`src/hdl/mat_pkg.sv`:
```
// Types, constants and codes of the minute alarm table.
`default_nettype none

package mat_pkg;

	// table geometry
	localparam int ENTRIES      = 16;
	localparam int MESSAGE_BITS = 16;
	localparam int IDX_W        = (ENTRIES > 1) ? $clog2(ENTRIES) : 1;
	localparam int CNT_W        = $clog2(ENTRIES + 1);
	localparam int KEY_W        = 20;

	// time constants
	localparam logic [10:0] MINUTES_PER_DAY  = 11'd1440;
	localparam logic [5:0]  MINUTES_PER_HOUR = 6'd60;
	localparam logic [4:0]  MAX_HOUR         = 5'd23;
	localparam logic [5:0]  MAX_MINUTE       = 6'd59;

	// register reset values
	localparam logic [15:0] TICK_INTERVAL_RESET = 16'd1000;
	localparam logic [11:0] MIN_YEAR_RESET      = 12'd2024;

	// command codes
	localparam logic [2:0] CMD_TICK    = 3'd0;
	localparam logic [2:0] CMD_ADD     = 3'd1;
	localparam logic [2:0] CMD_REMOVE  = 3'd2;
	localparam logic [2:0] CMD_CONSUME = 3'd3;
	localparam logic [2:0] CMD_READ    = 3'd4;

	// register indexes
	localparam logic CFG_TICK_INTERVAL = 1'b0;
	localparam logic CFG_MIN_YEAR      = 1'b1;

	typedef struct packed {
		logic [2:0]  command;
		logic [31:0] now_ms;
		logic        time_valid;
		logic [11:0] year;
		logic [8:0]  day_of_year;
		logic [4:0]  hour;
		logic [5:0]  minute;
		logic        daily;
		logic [15:0] message_in;
		logic [7:0]  entry_index;
	} item_t;

	typedef struct packed {
		logic        ok;
		logic [15:0] message_out;
		logic [4:0]  entry_hour;
		logic [5:0]  entry_minute;
		logic        entry_daily;
		logic [6:0]  alarm_count;
		logic        fire_pending;
	} result_t;

	typedef struct packed {
		logic [4:0]              hour;
		logic [5:0]              minute;
		logic                    repeats;
		logic [MESSAGE_BITS-1:0] message;
		logic [KEY_W-1:0]        fire_key;
	} entry_t;

	// controller to datapath
	typedef struct packed {
		logic capture;
		logic stamp;
		logic add_wr;
		logic consume;
		logic read_load;
		logic fire;
		logic step;
		logic shift_step;
		logic shift_end;
		logic set_ok;
	} ctrl_t;

	// datapath to controller
	typedef struct packed {
		logic [2:0] command;
		logic       empty;
		logic       pending;
		logic       early;
		logic       time_bad;
		logic       add_ok;
		logic       idx_ok;
		logic       match;
		logic       repeats;
		logic       last;
	} status_t;

endpackage

`default_nettype wire

```
`src/hdl/mat_ctrl.sv`:
```
// Controller state machine of the minute alarm table.
`default_nettype none

module mat_ctrl (
	input  wire               clk,
	input  wire               arst_n,
	input  wire               start,
	input  mat_pkg::status_t  status,
	output mat_pkg::ctrl_t    ctrl,
	output logic              busy,
	output logic              done
);

	typedef enum logic [4:0] {
		S_IDLE   = 5'b00001,
		S_DECIDE = 5'b00010,
		S_SCAN   = 5'b00100,
		S_SHIFT  = 5'b01000,
		S_RESP   = 5'b10000
	} state_t;

	state_t state_q, state_d;

	// advance state
	always_ff @(posedge clk or negedge arst_n) begin
		if (!arst_n) begin
			state_q <= S_IDLE;
		end else begin
			state_q <= state_d;
		end
	end

	// next state and commands
	always_comb begin
		state_d = state_q;
		ctrl    = '0;
		case (state_q)
			S_IDLE: begin
				if (start) begin
					ctrl.capture = 1'b1;
					state_d      = S_DECIDE;
				end
			end
			S_DECIDE: begin
				state_d = S_RESP;
				case (status.command)
					mat_pkg::CMD_TICK: begin
						if (!status.empty && !status.pending && !status.early) begin
							ctrl.stamp = 1'b1;
							if (!status.time_bad) begin
								state_d = S_SCAN;
							end
						end
					end
					mat_pkg::CMD_ADD: begin
						if (status.add_ok) begin
							ctrl.add_wr = 1'b1;
							ctrl.set_ok = 1'b1;
						end
					end
					mat_pkg::CMD_REMOVE: begin
						if (status.idx_ok) begin
							ctrl.set_ok = 1'b1;
							state_d     = S_SHIFT;
						end
					end
					mat_pkg::CMD_CONSUME: begin
						if (status.pending) begin
							ctrl.consume = 1'b1;
						end
					end
					mat_pkg::CMD_READ: begin
						if (status.idx_ok) begin
							ctrl.read_load = 1'b1;
						end
					end
					default: begin
					end
				endcase
			end
			S_SCAN: begin
				// fire the first match, drop it if one-shot
				if (status.match) begin
					ctrl.fire   = 1'b1;
					ctrl.set_ok = 1'b1;
					state_d     = status.repeats ? S_RESP : S_SHIFT;
				end else if (status.last) begin
					state_d = S_RESP;
				end else begin
					ctrl.step = 1'b1;
				end
			end
			S_SHIFT: begin
				// close the gap one entry a cycle
				if (status.last) begin
					ctrl.shift_end = 1'b1;
					state_d        = S_RESP;
				end else begin
					ctrl.shift_step = 1'b1;
				end
			end
			S_RESP: begin
				state_d = S_IDLE;
			end
			default: begin
				state_d = S_IDLE;
			end
		endcase
	end

	assign busy = (state_q != S_IDLE);
	assign done = (state_q == S_RESP);

endmodule

`default_nettype wire

```
`src/hdl/mat_dpath.sv`:
```
// Datapath of the minute alarm table: entry table, counters and result.
`default_nettype none

module mat_dpath (
	input  wire               clk,
	input  wire               arst_n,
	input  mat_pkg::item_t    item,
	input  wire               cfg_we,
	input  wire               cfg_index,
	input  wire  [15:0]       cfg_data,
	input  mat_pkg::ctrl_t    ctrl,
	output mat_pkg::status_t  status,
	output mat_pkg::result_t  result
);

	localparam int IW = mat_pkg::IDX_W;
	localparam int CW = mat_pkg::CNT_W;
	localparam int KW = mat_pkg::KEY_W;
	localparam int MW = mat_pkg::MESSAGE_BITS;

	// configuration
	logic [15:0] interval_q;
	logic [11:0] min_year_q;

	// captured beat
	logic [2:0]  cmd_q;
	logic [31:0] now_q;
	logic        tvalid_q;
	logic [11:0] year_q;
	logic [4:0]  hour_q;
	logic [5:0]  minute_q;
	logic        daily_q;
	logic [15:0] msg_in_q;
	logic [7:0]  index_q;
	logic [KW-1:0] key_q;
	logic [IW-1:0] walk_q;

	// table and global state
	mat_pkg::entry_t tbl_q [mat_pkg::ENTRIES];
	logic [mat_pkg::ENTRIES-1:0] fired_q;
	logic [CW-1:0] total_q;
	logic          pending_q;
	logic [MW-1:0] pend_msg_q;
	logic [31:0]   last_tick_q;

	// result
	logic        res_ok_q;
	logic [15:0] res_msg_q;
	logic [4:0]  res_hour_q;
	logic [5:0]  res_minute_q;
	logic        res_daily_q;

	logic [IW-1:0]   rd_addr;
	logic [IW-1:0]   nxt_addr;
	mat_pkg::entry_t rd;
	mat_pkg::entry_t nxt;
	logic [IW-1:0]   wr_addr_add;
	logic [KW-1:0]   key_in;
	logic [31:0]     elapsed;

	assign rd_addr     = walk_q;
	assign nxt_addr    = IW'(walk_q + IW'(1));
	assign rd          = tbl_q[rd_addr];
	assign nxt         = tbl_q[nxt_addr];
	assign wr_addr_add = total_q[IW-1:0];
	assign key_in      = KW'(KW'(item.day_of_year) * KW'(mat_pkg::MINUTES_PER_DAY)
		+ KW'(item.hour) * KW'(mat_pkg::MINUTES_PER_HOUR) + KW'(item.minute));
	assign elapsed     = now_q - last_tick_q;

	// write configuration registers
	always_ff @(posedge clk or negedge arst_n) begin
		if (!arst_n) begin
			interval_q <= mat_pkg::TICK_INTERVAL_RESET;
			min_year_q <= mat_pkg::MIN_YEAR_RESET;
		end else if (cfg_we) begin
			case (cfg_index)
				mat_pkg::CFG_TICK_INTERVAL: interval_q <= cfg_data;
				mat_pkg::CFG_MIN_YEAR:      min_year_q <= cfg_data[11:0];
				default: begin
				end
			endcase
		end
	end

	// hold the accepted beat and advance the walk index
	always_ff @(posedge clk) begin
		if (ctrl.capture) begin
			cmd_q    <= item.command;
			now_q    <= item.now_ms;
			tvalid_q <= item.time_valid;
			year_q   <= item.year;
			hour_q   <= item.hour;
			minute_q <= item.minute;
			daily_q  <= item.daily;
			msg_in_q <= item.message_in;
			index_q  <= item.entry_index;
			key_q    <= key_in;
			walk_q   <= (item.command == mat_pkg::CMD_TICK) ? '0 : item.entry_index[IW-1:0];
		end else if (ctrl.step || ctrl.shift_step) begin
			walk_q <= IW'(walk_q + IW'(1));
		end
	end

	// update table payload
	always_ff @(posedge clk) begin
		if (ctrl.add_wr) begin
			tbl_q[wr_addr_add].hour     <= hour_q;
			tbl_q[wr_addr_add].minute   <= minute_q;
			tbl_q[wr_addr_add].repeats  <= daily_q;
			tbl_q[wr_addr_add].message  <= MW'(msg_in_q);
			tbl_q[wr_addr_add].fire_key <= '0;
		end else if (ctrl.fire) begin
			tbl_q[walk_q].fire_key <= key_q;
		end else if (ctrl.shift_step) begin
			tbl_q[walk_q] <= nxt;
		end
	end

	// update fired marks, count, pending message and last-tick time
	always_ff @(posedge clk or negedge arst_n) begin
		if (!arst_n) begin
			fired_q     <= '0;
			total_q     <= '0;
			pending_q   <= 1'b0;
			pend_msg_q  <= '0;
			last_tick_q <= '0;
		end else begin
			if (ctrl.add_wr) begin
				fired_q[wr_addr_add] <= 1'b0;
				total_q              <= CW'(total_q + CW'(1));
			end
			if (ctrl.fire) begin
				fired_q[walk_q] <= 1'b1;
				pending_q       <= 1'b1;
				pend_msg_q      <= rd.message;
			end
			if (ctrl.shift_step) begin
				fired_q[walk_q] <= fired_q[nxt_addr];
			end
			if (ctrl.shift_end) begin
				total_q <= CW'(total_q - CW'(1));
			end
			if (ctrl.consume) begin
				pending_q <= 1'b0;
			end
			if (ctrl.stamp) begin
				last_tick_q <= now_q;
			end
		end
	end

	// build result fields
	always_ff @(posedge clk or negedge arst_n) begin
		if (!arst_n) begin
			res_ok_q     <= 1'b0;
			res_msg_q    <= '0;
			res_hour_q   <= '0;
			res_minute_q <= '0;
			res_daily_q  <= 1'b0;
		end else if (ctrl.capture) begin
			res_ok_q     <= 1'b0;
			res_msg_q    <= '0;
			res_hour_q   <= '0;
			res_minute_q <= '0;
			res_daily_q  <= 1'b0;
		end else begin
			if (ctrl.set_ok) begin
				res_ok_q <= 1'b1;
			end
			if (ctrl.consume) begin
				res_ok_q  <= 1'b1;
				res_msg_q <= 16'(pend_msg_q);
			end
			if (ctrl.read_load) begin
				res_ok_q     <= 1'b1;
				res_msg_q    <= 16'(rd.message);
				res_hour_q   <= rd.hour;
				res_minute_q <= rd.minute;
				res_daily_q  <= rd.repeats;
			end
		end
	end

	// status toward the controller
	always_comb begin
		status          = '0;
		status.command  = cmd_q;
		status.empty    = (total_q == '0);
		status.pending  = pending_q;
		status.early    = (elapsed < 32'(interval_q));
		status.time_bad = !tvalid_q || (year_q < min_year_q);
		status.add_ok   = (total_q < CW'(mat_pkg::ENTRIES))
			&& (hour_q <= mat_pkg::MAX_HOUR) && (minute_q <= mat_pkg::MAX_MINUTE);
		status.idx_ok   = (index_q < 8'(total_q));
		status.match    = (rd.hour == hour_q) && (rd.minute == minute_q)
			&& !(fired_q[rd_addr] && (rd.fire_key == key_q));
		status.repeats  = rd.repeats;
		status.last     = (CW'(CW'(walk_q) + CW'(1)) >= total_q);
	end

	// drive result beat
	always_comb begin
		result              = '0;
		result.ok           = res_ok_q;
		result.message_out  = res_msg_q;
		result.entry_hour   = res_hour_q;
		result.entry_minute = res_minute_q;
		result.entry_daily  = res_daily_q;
		result.alarm_count  = 7'(total_q);
		result.fire_pending = pending_q;
	end

endmodule

`default_nettype wire

```
`src/hdl/minute_alarm_table.sv`:
```
// Top level of the minute alarm table: controller plus datapath.
//
// Channel   Signals                         Direction   Beat taken when
// command   start, busy, item               in          start && !busy
// result    done, result                    out         done (one cycle, no stall)
// config    cfg_we, cfg_index, cfg_data     in          cfg_we
//
// For add, consume, read, rejected ticks and rejected removes the controller goes
// from the command beat through its decide state to the result strobe; busy is high
// throughout. A tick walks the table one entry a cycle (up to 16), and removing an
// entry, by command or after a one-shot alarm fires, shifts later entries down one
// a cycle. Busy stays high through walk and shift, and the next beat can be taken
// in the cycle after the result strobe.
// Reset clears count, pending flag, fired marks and last-tick time at once.
// The receiver takes each result beat as it comes.
`default_nettype none

module minute_alarm_table (
	input  wire               clk,
	input  wire               arst_n,
	input  wire               start,
	output logic              busy,
	input  mat_pkg::item_t    item,
	output logic              done,
	output mat_pkg::result_t  result,
	input  wire               cfg_we,
	input  wire               cfg_index,
	input  wire  [15:0]       cfg_data
);

	mat_pkg::ctrl_t   ctrl;
	mat_pkg::status_t status;

	mat_ctrl u_ctrl (
		.clk    (clk),
		.arst_n (arst_n),
		.start  (start),
		.status (status),
		.ctrl   (ctrl),
		.busy   (busy),
		.done   (done)
	);

	mat_dpath u_dpath (
		.clk       (clk),
		.arst_n    (arst_n),
		.item      (item),
		.cfg_we    (cfg_we),
		.cfg_index (cfg_index),
		.cfg_data  (cfg_data),
		.ctrl      (ctrl),
		.status    (status),
		.result    (result)
	);

endmodule

`default_nettype wire

```
`config.mk`:
```
export PLATFORM = sky130hd
export DESIGN_NAME = minute_alarm_table
export DESIGN_NICKNAME = d
export VERILOG_FILES = /design/src/hdl/mat_pkg.sv /design/src/hdl/mat_ctrl.sv /design/src/hdl/mat_dpath.sv /design/src/hdl/minute_alarm_table.sv
export SDC_FILE = /design/constraint.sdc
export NUM_CORES = 1
export LEC_CHECK = 0
export BUFFER_PORTS_ARGS = -buffer_cell sky130_fd_sc_hd__buf_4
export CORE_ASPECT_RATIO = 0.5
export CORE_MARGIN = 4
export CORE_UTILIZATION = 55
export CTS_CLUSTER_DIAMETER = 200
export CTS_CLUSTER_SIZE = 24
export DETAILED_ROUTE_END_ITERATION = 8
export GPL_ROUTABILITY_DRIVEN = 0
export HOLD_SLACK_MARGIN = 0.15
export PLACE_DENSITY_LB_ADDON = 0.05
export SLEW_MARGIN = 0
export SYNTH_ARGS = -nofsm -noshare
export SYNTH_HDL_FRONTEND = slang
export SYNTH_SLANG_ARGS = --single-unit
```
`constraint.sdc`:
```
create_clock -name clk -period 6.95 [get_ports clk]
set_clock_uncertainty 0.15 [all_clocks]
set_input_delay 0.695 -clock clk [delete_from_list [all_inputs] [get_ports clk]]
set_output_delay 0.695 -clock clk [all_outputs]
set_load 0.02 [all_outputs]
```
==> results.cfg <==
[status]
outcome = finished, final reports clean

[route]
first_pass_iters = 5
wl_mm = 137
first_iter_violations = 3575
wl_per_cell_um = 27.9
drcViolationCount = 0
vias = 32100
vias_per_cell = 6.55
antenna_left = 0

[synth]
synth_top_flop_cell = edfxtp_1
synth_common_cells = edfxtp_1, mux4_2, nand2_1
syn_area_um2 = 51400
ys_ff_latch = 1010
synthCells = 3428
synthDistinctLibCells = 83
synth_edf_count = 874
postSynth.asyncResetShare = 0.131
ys_seq_area_frac = 0.577
netlist.area_leader.share = 0.511
yosys_warnings = 0
synth_most_common_cell = edfxtp_1
syn_avg_cell_area_um2 = 15.0
synth_area_leaders = edfxtp_1, mux4_2, dfrtp_1, ha_1, nand2_1
yosysTopAreaCell = edfxtp_1

[clocking]
cts_num_sinks = 1010
htreeDepth = 2
cts_resized = 0
numCtsBuffers = 48
clock_latency_ns = 0.66
clk_pin_slew_ns = 0.11
post_cts_buffers = 0
clockBufferDepth = 3
cts_tree = yes
cts_root_buffer = clkbuf_16
cts_hold_buf = 101

[final_layout]
area_delta_synth_final_pct = 10.2
drive_above_1_share = 0.237
nNetsFinal = 3881
design_area_um2 = 56600
stdcell_count = 4894

[timing]
fin_crit_sh = 0.868
hold_slack_ns = 0.240
worstMarginPinSlew_ns = 1.29
layout_min_cycle_time_ns = 6.03
finalHoldViolCount = 0
rsz0062_at_grt = false
setup_violations = 0
slew_headroom = 0.142
finalSetupTns_ns = 0
fmax_mhz = 166
final-max-slew-violation-count = 0

[die]
die_h_um = 224
start_util = 0.561
placementRows = 78
die-area_um2 = 98700
die_x_um = 440
core_area_um2 = 91600
boundaryPins = 153

[min_path]
holdPathEnd = u_ctrl.state_q[0]
min_path_cells = 4
hold_path.class = input pin to flip-flop
hp-start = start

[setup_path]
worstPathArrival_ns = 6.24
slowest_delay_ns = 0.84
cp_top_family = multiplexers
crit_type = flip-flop to flip-flop
r2r_end = u_dpath.tbl_q[3][1]
cp_slowest_cell = mux2i_2
worstPathMaxFanout = 36
cp-end-kind = flip-flop
crit_top_cell = buf_4
cp-start-kind = flip-flop
reg2reg_depth = 13
cp_num_buf_inv = 3
worstPathRequired_ns = 7.16
cp_cell_sequence = buf_12, mux4_2, mux2i_1, xnor2_1, nor4_1, a31oi_1, a2111oi_0, nor4bb_4, o31a_2, buf_4, mux2i_2, nor2_2, buf_4
r2r_slack_ns = 0.92

[power]
power_leakage_nw = 19.4
peakVddDrop_mv = 0.345
finalPower_mw = 19.7
p_per_area_nw_per_um2 = 348

[run]
cap_violations = 0

[placed_design]
dpl.hpwl_mm = 85.3
port_buffers = 150
place_inst = 4704
placed_area_um2 = 54200

[grt]
grt_pass1_wl_mm = 205
antenna_found_initial = 2
grt_overflow_total = 0
grt_usage = 0.277
grt_pass1_vias = 32500
grt_max_degree = 94
==> sequential cells by signal, indices dropped and copies added, names as in the netlist, 3 cells and up, named ones only <==
name / cells
u_dpath.interval_q: 16
u_dpath.res_hour_q: 5
u_dpath.key_q: 20
u_ctrl.state_q: 5
u_dpath.tbl_q: 768
u_dpath.fired_q: 16
u_dpath.pend_msg_q: 16
u_dpath.year_q: 12
u_dpath.cmd_q: 3
u_dpath.total_q: 5
u_dpath.minute_q: 4
u_dpath.res_msg_q: 16
u_dpath.last_tick_q: 32
u_dpath.min_year_q: 12
u_dpath.msg_in_q: 16
u_dpath.hour_q: 5
u_dpath.res_minute_q: 6
u_dpath.index_q: 8
u_dpath.rd_addr: 4
u_dpath.now_q: 32
==> cells in the final DEF, fill, tap and decap left out, types with 19 or more instances in the layout <==
cell type / n
a21oi_1: 101
nand2_1: 363
a22oi_1: 30
xor2_1: 41
nand3_1: 151
buf_4: 245
dfrtp_1: 118
mux2_2: 81
fa_1: 23
mux2i_1: 115
nor4_1: 32
o21ai_0: 71
clkbuf_16: 49
nor3_2: 19
a21o_1: 41
inv_1: 133
nor2_1: 85
a211oi_1: 20
clkbuf_1: 38
xnor2_1: 71
mux4_2: 377
o21ai_1: 25
edfxtp_1: 874
nor3_1: 20
ha_1: 128
dlygate4sd3_1: 101
==> cell families (layout without fill, tap and decap cells) <==
| logic type | after synthesis | after routing | share of synthesized area |
|---|---|---|---|
| simple gates | 795 | 795 | 0.0725 |
| other cells | 1 | 3 | 0.0000730 |
| fa+ha+maj | 152 | 152 | 0.0404 |
| compound gates | 420 | 420 | 0.0539 |
| buf+inv | 359 | 583 | 0.0303 |
| mux | 578 | 578 | 0.207 |
| flops | 1010 | 1010 | 0.577 |
| xor+xnor | 113 | 113 | 0.0193 |
==> worst min-delay path: cells and delay by family <==
kind / cells / cell delay (ns)
compound gates: 1 / 0.07
buf+inv: 1 / 0.12
simple gates: 2 / 0.13
==> cell type report <==
class / count / area, µm²
flip-flops and latches: 1010 / 29700
fillers: 6868 / 35000
inverters: 138 / 526
clock buffers: 87 / 1370
clock inverters: 1 / 30.0
repair buffers: 357 / 3060
well taps: 1240 / 1550
multi-input cells: 2060 / 20400
diodes: 1 / 2.50
==> where the power goes <==
part / total (mW) / internal, mW / switching, mW
Sequential: 7.64 / 7.09 / 0.546
Combinational: 8.78 / 3.74 / 5.04
Clock: 3.28 / 1.35 / 1.93
Total: 19.7 / 12.2 / 7.51
==> layer usage <==
metal | GRT usage | share of wire
met4 | 0.0780 | 0.031
met3 | 0.0364 | 0.070
met5 | 0 | 0.000095
met2 | 0.455 | 0.48
met1 | 0.396 | 0.42
==> worst max path at each step <==
stage                            start                     to  slack (ns)  cells past startpoint
floorplan           u_dpath.rd_addr[0]   u_dpath.tbl_q[9][20]        0.23                     17
global placement             flip-flop  u_dpath.tbl_q[13][32]        1.13                     13
detailed placement           flip-flop    u_dpath.tbl_q[3][7]        1.06                     13
CTS                          flip-flop    u_dpath.tbl_q[3][8]        0.96                     13
global route                 flip-flop    u_dpath.tbl_q[3][1]        0.59                     13
finish                       flip-flop    u_dpath.tbl_q[3][1]        0.92                     13
==> metrics by stage <==
stage	util	worst slack, ns
4_1_cts	0.618	0.959
3_3_place_gp	0.592	1.13
3_5_place_dp	0.592	1.06
5_1_grt	0.618	0.590
6_report	0.618	0.915
2_1_floorplan	-	0.229
(Power assumes the default switching activity.)
